===== config.mk =====
export PLATFORM = sky130hd
export DESIGN_NAME = lsds_cell
export DESIGN_NICKNAME = d
export VERILOG_FILES = /design/src/rtl/lsds_pkg.sv /design/src/rtl/lsds_cell.sv
export SDC_FILE = /design/constraint.sdc
export NUM_CORES = 1
export LEC_CHECK = 0
export BUFFER_PORTS_ARGS = -buffer_cell sky130_fd_sc_hd__buf_2
export CAP_MARGIN = 20
export CORE_MARGIN = 2
export CORE_UTILIZATION = 45
export CTS_CLUSTER_SIZE = 10
export DETAILED_ROUTE_END_ITERATION = 6
export PLACE_DENSITY = 0.85
export SKIP_LAST_GASP = 1
export SYNTH_ARGS = -nofsm -noshare
export SYNTH_HDL_FRONTEND = slang
export SYNTH_SLANG_ARGS = --single-unit

===== constraint.sdc =====
create_clock -name clock -period 2.84 [get_ports clock]
set_input_delay 0.426 -clock clock [delete_from_list [all_inputs] [get_ports clock]]
set_output_delay 0.426 -clock clock [all_outputs]
set_load 0.02 [all_outputs]

===== src/rtl/lsds_pkg.sv =====
// Shared types and constants for the LIFO stack with duplicate and swap.
`default_nettype none

package lsds_pkg;

   localparam int STACK_DEPTH = 128;
   localparam int COUNT_W     = $clog2(STACK_DEPTH + 1);
   localparam int WORD_W      = 32;

   localparam logic [2:0] ACT_PUSH  = 3'd0;
   localparam logic [2:0] ACT_POP   = 3'd1;
   localparam logic [2:0] ACT_PEEK  = 3'd2;
   localparam logic [2:0] ACT_DUP   = 3'd3;
   localparam logic [2:0] ACT_SWAP  = 3'd4;
   localparam logic [2:0] ACT_CLEAR = 3'd5;

   localparam logic [1:0] ST_OK    = 2'd0;
   localparam logic [1:0] ST_EMPTY = 2'd1;
   localparam logic [1:0] ST_FULL  = 2'd2;

   localparam logic signed [WORD_W-1:0] NEG_ONE = '1;

   typedef struct packed {
      logic [2:0]               action;
      logic signed [WORD_W-1:0] push_value;
   } req_type;

   typedef struct packed {
      logic signed [WORD_W-1:0] data_out;
      logic [1:0]               status;
      logic [7:0]               depth;
   } rsp_type;

   // Broadcast to the cell row; only one bit is high, and only on a successful transaction.
   typedef struct packed {
      logic push;
      logic pop;
      logic dup;
      logic swap;
   } stack_cmd_type;

   typedef enum logic [1:0] {
      CELL_HOLD,
      CELL_ABOVE,
      CELL_BELOW
   } cell_sel_type;

endpackage

`default_nettype wire


===== src/rtl/lsds_cell.sv =====
// One stack entry: holds a word or loads it from the neighbor above or below.
`default_nettype none

module lsds_cell (
   input  wire logic                              clock,
   input  wire lsds_pkg::cell_sel_type            sel,
   input  wire logic signed [lsds_pkg::WORD_W-1:0] above,
   input  wire logic signed [lsds_pkg::WORD_W-1:0] below,
   output logic signed [lsds_pkg::WORD_W-1:0]      word
);

   logic signed [lsds_pkg::WORD_W-1:0] word_ff;
   logic signed [lsds_pkg::WORD_W-1:0] word_in;

   always_comb begin
      unique case (sel)
         lsds_pkg::CELL_ABOVE: word_in = above;
         lsds_pkg::CELL_BELOW: word_in = below;
         default:              word_in = word_ff;
      endcase
   end

   always_ff @(posedge clock) begin
      word_ff <= word_in;
   end

   assign word = word_ff;

endmodule

`default_nettype wire


# Yosys cells after proc, flatten, opt, wreduce, memory -nomap -nowiden
# Index checks and enable logic that the tools add are counted.
# totals
regBits,32
input_bits,67
output_inout_bits,32
# classes
n_eq_ne,2
reduce_logical,1
n_mux,1
# ops
op,n
32-bit one-hot mux with 2 select lines,1
"2-bit by 1-bit == test with 1-bit output, second input constant",1
"2-bit == test, second input constant",1
2-bit nonzero test,1

# Logic depth before layout (Yosys ltp)
# logic_depth
word_depth,2
depth_mapped,5
ltp_nobuf,3

# Worst setup path after synthesis
# Ideal clock, no wire load.
# synth_path
kind,input to register
start,input port sel[0]
end,"register word_ff, in the netlist word[0], enable pin"
n_path_buf,0
setup_ns,0.387
cell_stages,3
path_slack_ns,1.089
t_arrival_ns,1.364
cell_sequence,inv_1 -> ha_1 -> inv_1
# synth_via
elab_chain_len,2
elab_cells_between_ends,3
classes_between,eq/ne: 2; reduce/logical: 1
# synth_rtl
item,line_no,text
from (decl),lsds_cell.sv:6,"input wire lsds_pkg::cell_sel_type sel,"
2-bit == test or 2-bit by 1-bit == test with 1-bit output (tied branches),lsds_cell.sv:16,unique case (sel)
2-bit nonzero test (no line) *,n/a,
to (signal assigned),lsds_cell.sv:24,word_ff <= word_in;
to (decl),lsds_cell.sv:12,logic signed [lsds_pkg::WORD_W-1:0] word_ff;
# Every way passes the cells marked *; elsewhere a longest branch is shown, timed or not.
# A chain may end at the register's enable or synchronous reset.

# Worst setup path after layout
# layout_path
start,input port sel[0]
end,"register word_ff, in the netlist word[31], data pin"
# layout_via
elab_chain_len,2
elab_cells_between_ends,3
classes_between,eq/ne: 2; mux: 1
# layout_rtl
item,line_no,text
2-bit == test or 2-bit by 1-bit == test with 1-bit output (tied branches),lsds_cell.sv:16,
32-bit one-hot mux with 2 select lines *,lsds_cell.sv:16,
net word_in (one bit),lsds_cell.sv:13,logic signed [lsds_pkg::WORD_W-1:0] word_in;
# Mark *: on every way through the listed nets, which the timed path passes. The rest lies on a longest branch.

==> impl_metrics.toml <==
[logic_synthesis]
synth-compound-area-share_pct = 0
ys_seq_area_share_pct = 63.0
synth-simple-area-share_pct = 0
ys_warn_count = 0
synth-xor-area-share_pct = 0
avgSynthCellArea_um2 = 21.5
synthAdderAreaFrac_pct = 0.820
synth_seq_cells = 32
synth.area.mux_share_pct = 31.0
synth.net_count = 139
synth_top_family_by_area = "multiplexers"
syn_inst = 71
syn_area_um2 = 1530
synth_cell_type_count = 7

[route]
first_pass_iters = 4
vias = 987
wl_um = 3000
drt_iter0_drc = 16
wl_per_cell_um = 13.6
viasPerCell = 4.49
postRouteAntennaNets = 0
drc = 0

[final_layout]
post-route-util_pct = 62.9
stdcell_count = 220
multi_input_area_um2 = 488
most-common-layout-cells = "98 x buf_2, 32 x edfxtp_1, 30 x mux2_4"
n_fill_cell = 254
diodes = 0
fin_nets = 242
area_growth_pct = 35.4
final_layout_size_suffix_gt1_share_pct = 79.9
layout_commonest_cell = "buf_2"
regArea_um2 = 961
largest_register_ff_count = 32

[pwr]
pwr-share-seq_pct = 54.1
internal_power_w = 0.000821
ir_worst_vdd_v = 0.000277
p_leak_nw = 0.986
power_w = 0.00114
combinationalPowerShare_pct = 25.6
netSwitchingFraction_pct = 27.8
power.switching_w = 0.000315
p_clk_share_pct = 20.3
power_density_nw_per_um2 = 550

[die]
die_area_um2 = 3870
die-height_um = 62.2
initial_core_util_pct = 46.4
die_w_um = 62.2
fp.coreArea_um2 = 3280
row_count = 21
pin_count = 99

[place]
port_buffers = 98
hpwlAfterDp_um = 2240
placed_cells = 213
gp_congestion = 0.686

[clock_network]
cts-root-buf = "clkbuf_4"
cts_made_buffers = 5
clkTransAtPathRegs_ps = 90
cts_resized = 0
cts.sinks = 32
cts_tree = "yes"
postCtsHoldBufs = 0
htreeDepth = 2
clockBufferDepth = 2
cts_setup_buffers = 0

[sta]
grt_setup_unrepaired = "false"
period_needed_ps = 1530
tns_ps = 0
worst-slew-pin-transition_ps = 547
hold_viol = 0
maxSlewViolCount = 0
max_slew_margin_pct = 63.5
fin_crit_sh_pct = 53.7
setup_viol = 0
fmax_mhz = 655

[setup_path]
crit_path_start_kind = "primary input"
cp_slowest_stage_delay_ps = 460
required_ps = 2920
slowest_stage = "buf_4"
critical_path_class = "primary input to flop"
critPathTopFamily = "buffers and inverters"
crit_buf_inv = 3
crit_fanout = 32
crit_chain = "buf_2 > inv_1 > ha_2 > buf_4 > mux2_2"
cp-end-kind = "flop"
worstPathArrival_ps = 1610

[grt]
grt_pass1_vias = 1037
grt-ovfl-total = 0
grt_use_total_pct = 16.2
grt_max_degree = 33
antenna_found_initial = 0
grt_pass1_wl_um = 4610

[worst_hold_path]
min-delay-path-class = "primary input to flop"

[flow_run]
cap_violations = 0

[outcome]
status = "completed"
path summary, 6_finish.rpt:
path                  cells after the start  startpoint       end  slack [ps]
worst max-delay path                      5      sel[0]  word[31]        1310
worst min-delay path                      2   below[17]  word[17]         390
final cells by class:
cell class | count | area share [%]
Clock inverter | 1 | 0.242
Clock buffer | 6 | 2.00
Timing Repair Buffer | 100 | 24.5
Multi-Input combinational cell | 33 | 23.6
Inverter | 2 | 0.363
Sequential cell | 32 | 46.5
Tap cell | 46 | 2.79
synth_stat cells:
master	instances	area (um2)
edfxtp_1	32	961
mux2_4	30	450
buf_6	1	11.3
mux2_2	2	22.5
ha_1	1	12.5
buf_12	3	60.1
inv_1	2	7.51
layer usage:
| metal | vias up | share of wire, % | wire length (um) | track usage [%] |
|---|---|---|---|---|
| met5 | - | 0 | 0 | 0 |
| met4 | 0 | 1.7 | 52 | 11.9 |
| met3 | 5 | 9.0 | 270 | 5.62 |
| met2 | 65 | 52 | 1570 | 28.4 |
| met1 | 438 | 37 | 1110 | 15.5 |
| li1 | 479 | - | - | - |
cells by family (layout without fill, tap and decap cells):
family / Yosys count / after routing
multiplexers: 32 / 32
buffers and inverters: 6 / 109
adder cells (fa/ha/maj): 1 / 1
flip-flops: 32 / 32
power by group through the flow:
stage	Combinational, W	Clock [W]	Sequential, W
global route	0.000307	0.000263	0.000621
CTS	0.000293	0.000245	0.000616
finish	0.000291	0.000231	0.000615
global placement	0.000284	0	0.000625
floorplan	0.0000916	0	0.000719
detailed placement	0.000293	0	0.000627
stage by stage:
stage | hold slack [ps] | setup WS (ps) | area [um2]
2_1_floorplan | 643 | 1090 | 1530
3_3_place_gp | 727 | 1020 | 2020
3_5_place_dp | 729 | 953 | 2020
4_1_cts | 374 | 1320 | 2070
5_1_grt | 365 | 1290 | 2070
6_report | 394 | 1310 | 2070
(Power assumes the default switching activity.)
