`src/rtl/lsds_pkg.sv`:
```
// Shared types and constants for the LIFO stack with duplicate and swap.
`default_nettype none

package lsds_pkg;

   localparam int STACK_DEPTH = 128;
   localparam int COUNT_W     = $clog2(STACK_DEPTH + 1);
   localparam int WORD_W      = 32;

   localparam logic [2:0] ACT_PUSH  = 3'd0;
   localparam logic [2:0] ACT_POP   = 3'd1;
   localparam logic [2:0] ACT_PEEK  = 3'd2;
   localparam logic [2:0] ACT_DUP   = 3'd3;
   localparam logic [2:0] ACT_SWAP  = 3'd4;
   localparam logic [2:0] ACT_CLEAR = 3'd5;

   localparam logic [1:0] ST_OK    = 2'd0;
   localparam logic [1:0] ST_EMPTY = 2'd1;
   localparam logic [1:0] ST_FULL  = 2'd2;

   localparam logic signed [WORD_W-1:0] NEG_ONE = '1;

   typedef struct packed {
      logic [2:0]               action;
      logic signed [WORD_W-1:0] push_value;
   } req_type;

   typedef struct packed {
      logic signed [WORD_W-1:0] data_out;
      logic [1:0]               status;
      logic [7:0]               depth;
   } rsp_type;

   // Broadcast to the cell row; only one bit is high, and only on a successful transaction.
   typedef struct packed {
      logic push;
      logic pop;
      logic dup;
      logic swap;
   } stack_cmd_type;

   typedef enum logic [1:0] {
      CELL_HOLD,
      CELL_ABOVE,
      CELL_BELOW
   } cell_sel_type;

endpackage

`default_nettype wire

```
`src/rtl/lsds_ctrl.sv`:
```
// Action decode, entry count and the registered response for the stack.
`default_nettype none

module lsds_ctrl (
   input  wire logic                               clock,
   input  wire logic                               reset,
   input  wire logic                               req_valid,
   output logic                                    req_ready,
   input  wire lsds_pkg::req_type                  req,
   input  wire logic signed [lsds_pkg::WORD_W-1:0] top_word,
   output lsds_pkg::stack_cmd_type                 cmd,
   output logic                                    rsp_valid,
   input  wire logic                               rsp_ready,
   output lsds_pkg::rsp_type                       rsp
);

   localparam logic [lsds_pkg::COUNT_W-1:0] FULL_COUNT =
      lsds_pkg::COUNT_W'(lsds_pkg::STACK_DEPTH);
   localparam logic [lsds_pkg::COUNT_W-1:0] ONE = lsds_pkg::COUNT_W'(1);

   logic [lsds_pkg::COUNT_W-1:0] count_ff;
   logic [lsds_pkg::COUNT_W-1:0] count_in;
   logic                         rsp_valid_ff;
   logic                         rsp_valid_in;
   lsds_pkg::rsp_type            rsp_ff;
   lsds_pkg::rsp_type            rsp_in;
   logic                         fire;
   logic                         empty;
   logic                         full;
   logic                         below_two;

   // A new transaction may enter whenever the output register is free or being drained.
   assign req_ready = !rsp_valid_ff || rsp_ready;
   assign fire      = req_valid && req_ready;
   assign empty     = count_ff == '0;
   assign full      = count_ff == FULL_COUNT;
   assign below_two = count_ff < lsds_pkg::COUNT_W'(2);

   always_comb begin
      cmd             = '0;
      count_in        = count_ff;
      rsp_in.data_out = '0;
      rsp_in.status   = lsds_pkg::ST_OK;
      if (fire) begin
         unique case (req.action)
            lsds_pkg::ACT_PUSH: begin
               if (full) begin
                  rsp_in.status = lsds_pkg::ST_FULL;
               end else begin
                  cmd.push = 1'b1;
                  count_in = count_ff + ONE;
               end
            end
            lsds_pkg::ACT_POP: begin
               if (empty) begin
                  rsp_in.data_out = lsds_pkg::NEG_ONE;
                  rsp_in.status   = lsds_pkg::ST_EMPTY;
               end else begin
                  cmd.pop         = 1'b1;
                  rsp_in.data_out = top_word;
                  count_in        = count_ff - ONE;
               end
            end
            lsds_pkg::ACT_PEEK: begin
               if (empty) begin
                  rsp_in.data_out = lsds_pkg::NEG_ONE;
                  rsp_in.status   = lsds_pkg::ST_EMPTY;
               end else begin
                  rsp_in.data_out = top_word;
               end
            end
            lsds_pkg::ACT_DUP: begin
               if (empty) begin
                  rsp_in.data_out = lsds_pkg::NEG_ONE;
                  rsp_in.status   = lsds_pkg::ST_EMPTY;
               end else if (full) begin
                  rsp_in.status = lsds_pkg::ST_FULL;
               end else begin
                  cmd.dup  = 1'b1;
                  count_in = count_ff + ONE;
               end
            end
            lsds_pkg::ACT_SWAP: begin
               if (below_two) begin
                  rsp_in.data_out = lsds_pkg::NEG_ONE;
                  rsp_in.status   = lsds_pkg::ST_EMPTY;
               end else begin
                  cmd.swap = 1'b1;
               end
            end
            lsds_pkg::ACT_CLEAR: begin
               count_in = '0;
            end
            default: begin
            end
         endcase
      end
      rsp_in.depth = 8'(count_in);
   end

   always_comb begin
      if (req_ready) begin
         rsp_valid_in = req_valid;
      end else begin
         rsp_valid_in = rsp_valid_ff;
      end
   end

   always_ff @(posedge clock) begin
      if (reset) begin
         count_ff     <= '0;
         rsp_valid_ff <= 1'b0;
      end else begin
         count_ff     <= count_in;
         rsp_valid_ff <= rsp_valid_in;
      end
   end

   always_ff @(posedge clock) begin
      if (fire) begin
         rsp_ff <= rsp_in;
      end
   end

   assign rsp_valid = rsp_valid_ff;
   assign rsp       = rsp_ff;

endmodule

`default_nettype wire

```
`config.mk`:
```
export PLATFORM = sky130hd
export DESIGN_NAME = lsds_ctrl
export DESIGN_NICKNAME = d
export VERILOG_FILES = /design/src/rtl/lsds_pkg.sv /design/src/rtl/lsds_ctrl.sv
export SDC_FILE = /design/constraint.sdc
export NUM_CORES = 1
export LEC_CHECK = 0
export ABC_CLOCK_PERIOD_IN_PS = 3200
export BUFFER_PORTS_ARGS = -buffer_cell sky130_fd_sc_hd__buf_4
export CELL_PAD_IN_SITES_DETAIL_PLACEMENT = 1
export CELL_PAD_IN_SITES_GLOBAL_PLACEMENT = 2
export CORE_MARGIN = 2
export CORE_UTILIZATION = 28
export DETAILED_ROUTE_END_ITERATION = 8
export PLACE_DENSITY = 0.9
export REMOVE_ABC_BUFFERS = 1
export SETUP_SLACK_MARGIN = 0.5
export SLEW_MARGIN = 0
export SYNTH_ARGS = -nofsm -noshare
export SYNTH_HDL_FRONTEND = slang
export SYNTH_SLANG_ARGS = --single-unit
```
`constraint.sdc`:
```
create_clock -name clock -period 3.2 [get_ports clock]
set_input_delay 0.48 -clock clock [delete_from_list [all_inputs] [get_ports clock]]
set_output_delay 0.48 -clock clock [all_outputs]
set_load 0.02 [all_outputs]
```
### Yosys cells after proc, flatten, opt, wreduce, memory -nomap -nowiden

Index checks and enable logic that the tools add are counted.

| operators by class | value |
|---|---|
| $add $sub $neg | 2 |
| magnitude comparators | 1 |
| eq/ne operators | 6 |
| muxes and demuxes | 22 |
| reductions and logical operators | 6 |

Operators with widths:

| kind | count |
|---|---|
| 32-bit one-hot mux with 3 select lines | 1 |
| 32-bit two-way mux | 2 |
| 34-bit two-way mux | 1 |
| 8-bit two-way mux | 4 |
| 8-bit one-hot mux with 4 select lines | 1 |
| 1-bit two-way mux | 9 |
| 8-bit by 1-bit adder with 8-bit output (second input constant) | 1 |
| 8-bit == test (second input constant) | 1 |
| 8-bit zero test | 1 |
| 8-bit by 2-bit less-than comparator with 1-bit output (second input constant) | 1 |
| 2-bit one-hot mux with 4 select lines | 1 |
| 8-bit by 1-bit subtractor with 8-bit output (second input constant) | 1 |
| 3-bit by 2-bit == test with 1-bit output (second input constant) | 2 |
| 3-bit == test (second input constant) | 2 |
| 2-bit two-way mux | 2 |
| 4-bit two-way mux | 1 |
| 3-bit by 1-bit == test with 1-bit output (second input constant) | 1 |
| 3-bit zero test | 1 |
| 2-bit OR reduction | 1 |
| 1-bit logical AND | 1 |
| 1-bit zero test | 1 |
| 1-bit logical OR | 1 |

| word-level totals | value |
|---|---|
| register bits after elaboration | 51 |
| input port bits | 71 |
| output and inout bits | 48 |
| logic and storage cells | 42 |

### Logic depth before layout (Yosys ltp)

| logic depth | value |
|---|---|
| word-level depth | 5 |
| mapped depth | 7 |
| mapped depth without buffers | 7 |

### Worst setup path before layout

No wires, ideal clock.

| timing path | value |
|---|---|
| path kind | input to output |
| from | input rsp_ready |
| to | output cmd[3] (netlist bit) |
| data arrival time | 2.258 ns |
| path slack | 0.462 ns |
| stages | 4 |
| buffers on the path | 1 |
| path through | nand2b_1 > nand2_1 > clkbuf_1 > a2111oi_0 |

RTL lines:

| item | line | text |
|---|---|---|
| start: declaration | lsds_ctrl.sv:13 | `input wire logic rsp_ready,` |
| end: declaration | lsds_ctrl.sv:11 | `output lsds_pkg::stack_cmd_type cmd,` |

==> flow_summary.ini <==
[yosys]
synth-simple-area-share = 0.161
synth_compound_area_frac = 0.197
synth_seq_area_share = 0.563
synth.ff_latch_count = 51
synthFlopType = edfxtp_1
synth-adder-area-share = 0.0191
syn_avg_cell_area_um2 = 11.8
yosysWarnings = 0
synth.mux.area_fraction = 0
async_flop_share = 0
synth_xor_area_frac = 0.0137
synth_top_family_by_area = compound AO/OA/AOI/OAI gates
ys_types = 50
synth_edf_count = 42
netlist_area_mm2 = 0.00256
netlist_instances = 217

[global_routing]
met2_usage = 0.243
grt_pass1_vias = 2099
antenna_found_initial = 0
track_usage = 0.138
met3_usage = 0.0323
grt_max_degree = 39
use_met1 = 0.169
grt_pass1_wl_mm = 10.8
grt_overflow_total = 0
grt.busiest_layer = met2

[layout]
drive_gt1_frac = 0.375
layout_commonest_cell = buf_4
nets = 374
fillCellCount = 990
antennaDiodeCount = 0
syn_to_final_growth_pct = 33.1
final_cell_mix = 91 x buf_4, 42 x edfxtp_1, 32 x a21o_1

[timing]
max_clock_freq_mhz = 396
finClkSkew_ns = 0.00851
setup_viol = 0
slew_headroom = 0.671
setup_slack_ns = 0.673
period_share = 0.790
drv_slew = 0
fin_crit_ns = 2.53
hold-worst-slack_ns = 0.435
hold_viol = 0
worst_pin_slew_ns = 0.490
rsz0062_at_grt = false
tns_ns = 0

[floorplanning]
die_h_um = 99.6
rows = 34
dieWidth_um = 99.6
io_pins = 119
fp.coreArea_mm2 = 0.00881
start_util = 0.291
dieArea_mm2 = 0.00992

[hold_path]
hold_path_class = input port to flip-flop

[power]
power.leakage_nw = 1.50
p_int_w = 0.00116
power_frac_seq = 0.506
clockPowerShare = 0.288
power_density_mw_per_mm2 = 463
ir_drop_uv = 171
power_frac_comb = 0.206
p_switching_w = 0.000419
switching_share = 0.266

[cts]
cts-htree-levels = 2
cts_setup_buffers = 0
cts_made_buffers = 5
clockBufferDepth = 2
numClockSinks = 51
insertion_delay_ns = 0.31
cts-root-buf = clkbuf_8
holdBufCountCts = 0
clk_pin_slew_ns = 0.10
tritoncts = built

[worst_setup_path]
crit_type = flip-flop to output port
cp.buffers_inverters = 2
critical_path_arrival_ns = 2.05
worst_ep_required_time_ns = 2.72
crit_family = flip-flops
r2r_slack_ns = 1.06
slowest_stage = dfxtp_1
end_kind = output port
cp_cell_sequence = nor3_1 -> buf_4 -> and3_1 -> a2111oi_1 -> buf_4
start_kind = flip-flop
slowest_delay_ns = 0.58
crit_top_cell = buf_4
path_max_fanout = 11

[detailed_routing]
num_vias = 2080
routedWlPerCell_um = 16.8
first_iter_violations = 90
via_per_inst = 5.09
antenna_left = 0
wirelength_mm = 6.89
first_pass_iters = 6
drcViolationCount = 1

[outcome]
outcome = complete, but fails checks
violations = DRC

[place]
dp_slack_ns = 0.824
gp_congestion = 0.847
dp_hpwl_mm = 5.01
port_buffers = 86

[job]
max_cap_viol_count = 0
-- cells in the mapped netlist (5+ instances only) --
master     n  area share
o21ai_0    7       0.014
clkbuf_1   7       0.010
nand2_1   13       0.019
edfxtp_1  42        0.49
nor3_1     7       0.014
nor2b_1    6       0.015
a21oi_1    5      0.0098
nor2_1     6      0.0088
dfxtp_1    9       0.070
nand3_1   10       0.020
a21o_1    32       0.094
inv_1      7       0.010
-- path summary, 6_finish.rpt --
path,startpoint,end,depth (start not counted)
setup / recovery,count_ff[4],cmd[3],5
hold / removal,top_word[0],rsp[10],2
setup reg to reg,count_ff[1],rsp[6],6
hold reg to reg,count_ff[0],count_ff[0],2
-- state kept, by name, indices dropped and copies added (netlist names) --
name	count
rsp_valid	1
rsp	42
count_ff	8
-- through the flow --
stage / utilization / cell area [um2] / cells / power [W]
global route: 0.387 / 3410 / 409 / 0.00165
detailed placement: 0.374 / 3290 / 401 / 0.00114
global placement: 0.374 / 3290 / 401 / 0.00113
floorplan: - / 2470 / 202 / 0.000984
CTS: 0.387 / 3410 / 409 / 0.00160
finish: 0.387 / 3410 / 409 / 0.00158
-- power by group through the flow --
stage / Combinational, W / Clock (W) / Sequential, W
after floorplan: 0.000111 / 0 / 0.000873
after global placement: 0.000322 / 0 / 0.000811
after detailed placement: 0.000329 / 0 / 0.000815
after CTS: 0.000330 / 0.000472 / 0.000799
after global routing: 0.000352 / 0.000494 / 0.000803
final: 0.000325 / 0.000454 / 0.000798
-- timing repair --
item,4_1_cts,5_1_grt
setup endpoints to repair,1,1
gates cloned,0,0
gates resized for setup,1,2
-- layer usage --
metal	wire, um	vias up
li1	-	987
met1	2950	1031
met2	3520	57
met3	353	5
met4	68	0
met5	0	-
-- cell type report --
type	count	area, um2	share of cell area
Tap cell	108	135	0.0396
Clock inverter	3	42.5	0.0125
Multi-Input combinational cell	144	1010	0.296
Timing Repair Buffer	91	683	0.200
Clock buffer	5	68.8	0.0202
Sequential cell	51	1440	0.424
Inverter	7	26.3	0.00771
-- cell families after synthesis --
family	after synthesis
adder cells (fa/ha/maj)	4
buffers and inverters	22
flip-flops	51
XOR/XNOR	4
AO/OA/AOI/OAI	67
AND/OR/NAND/NOR	69
No activity file was read; power rests on OpenSTA's default activity.
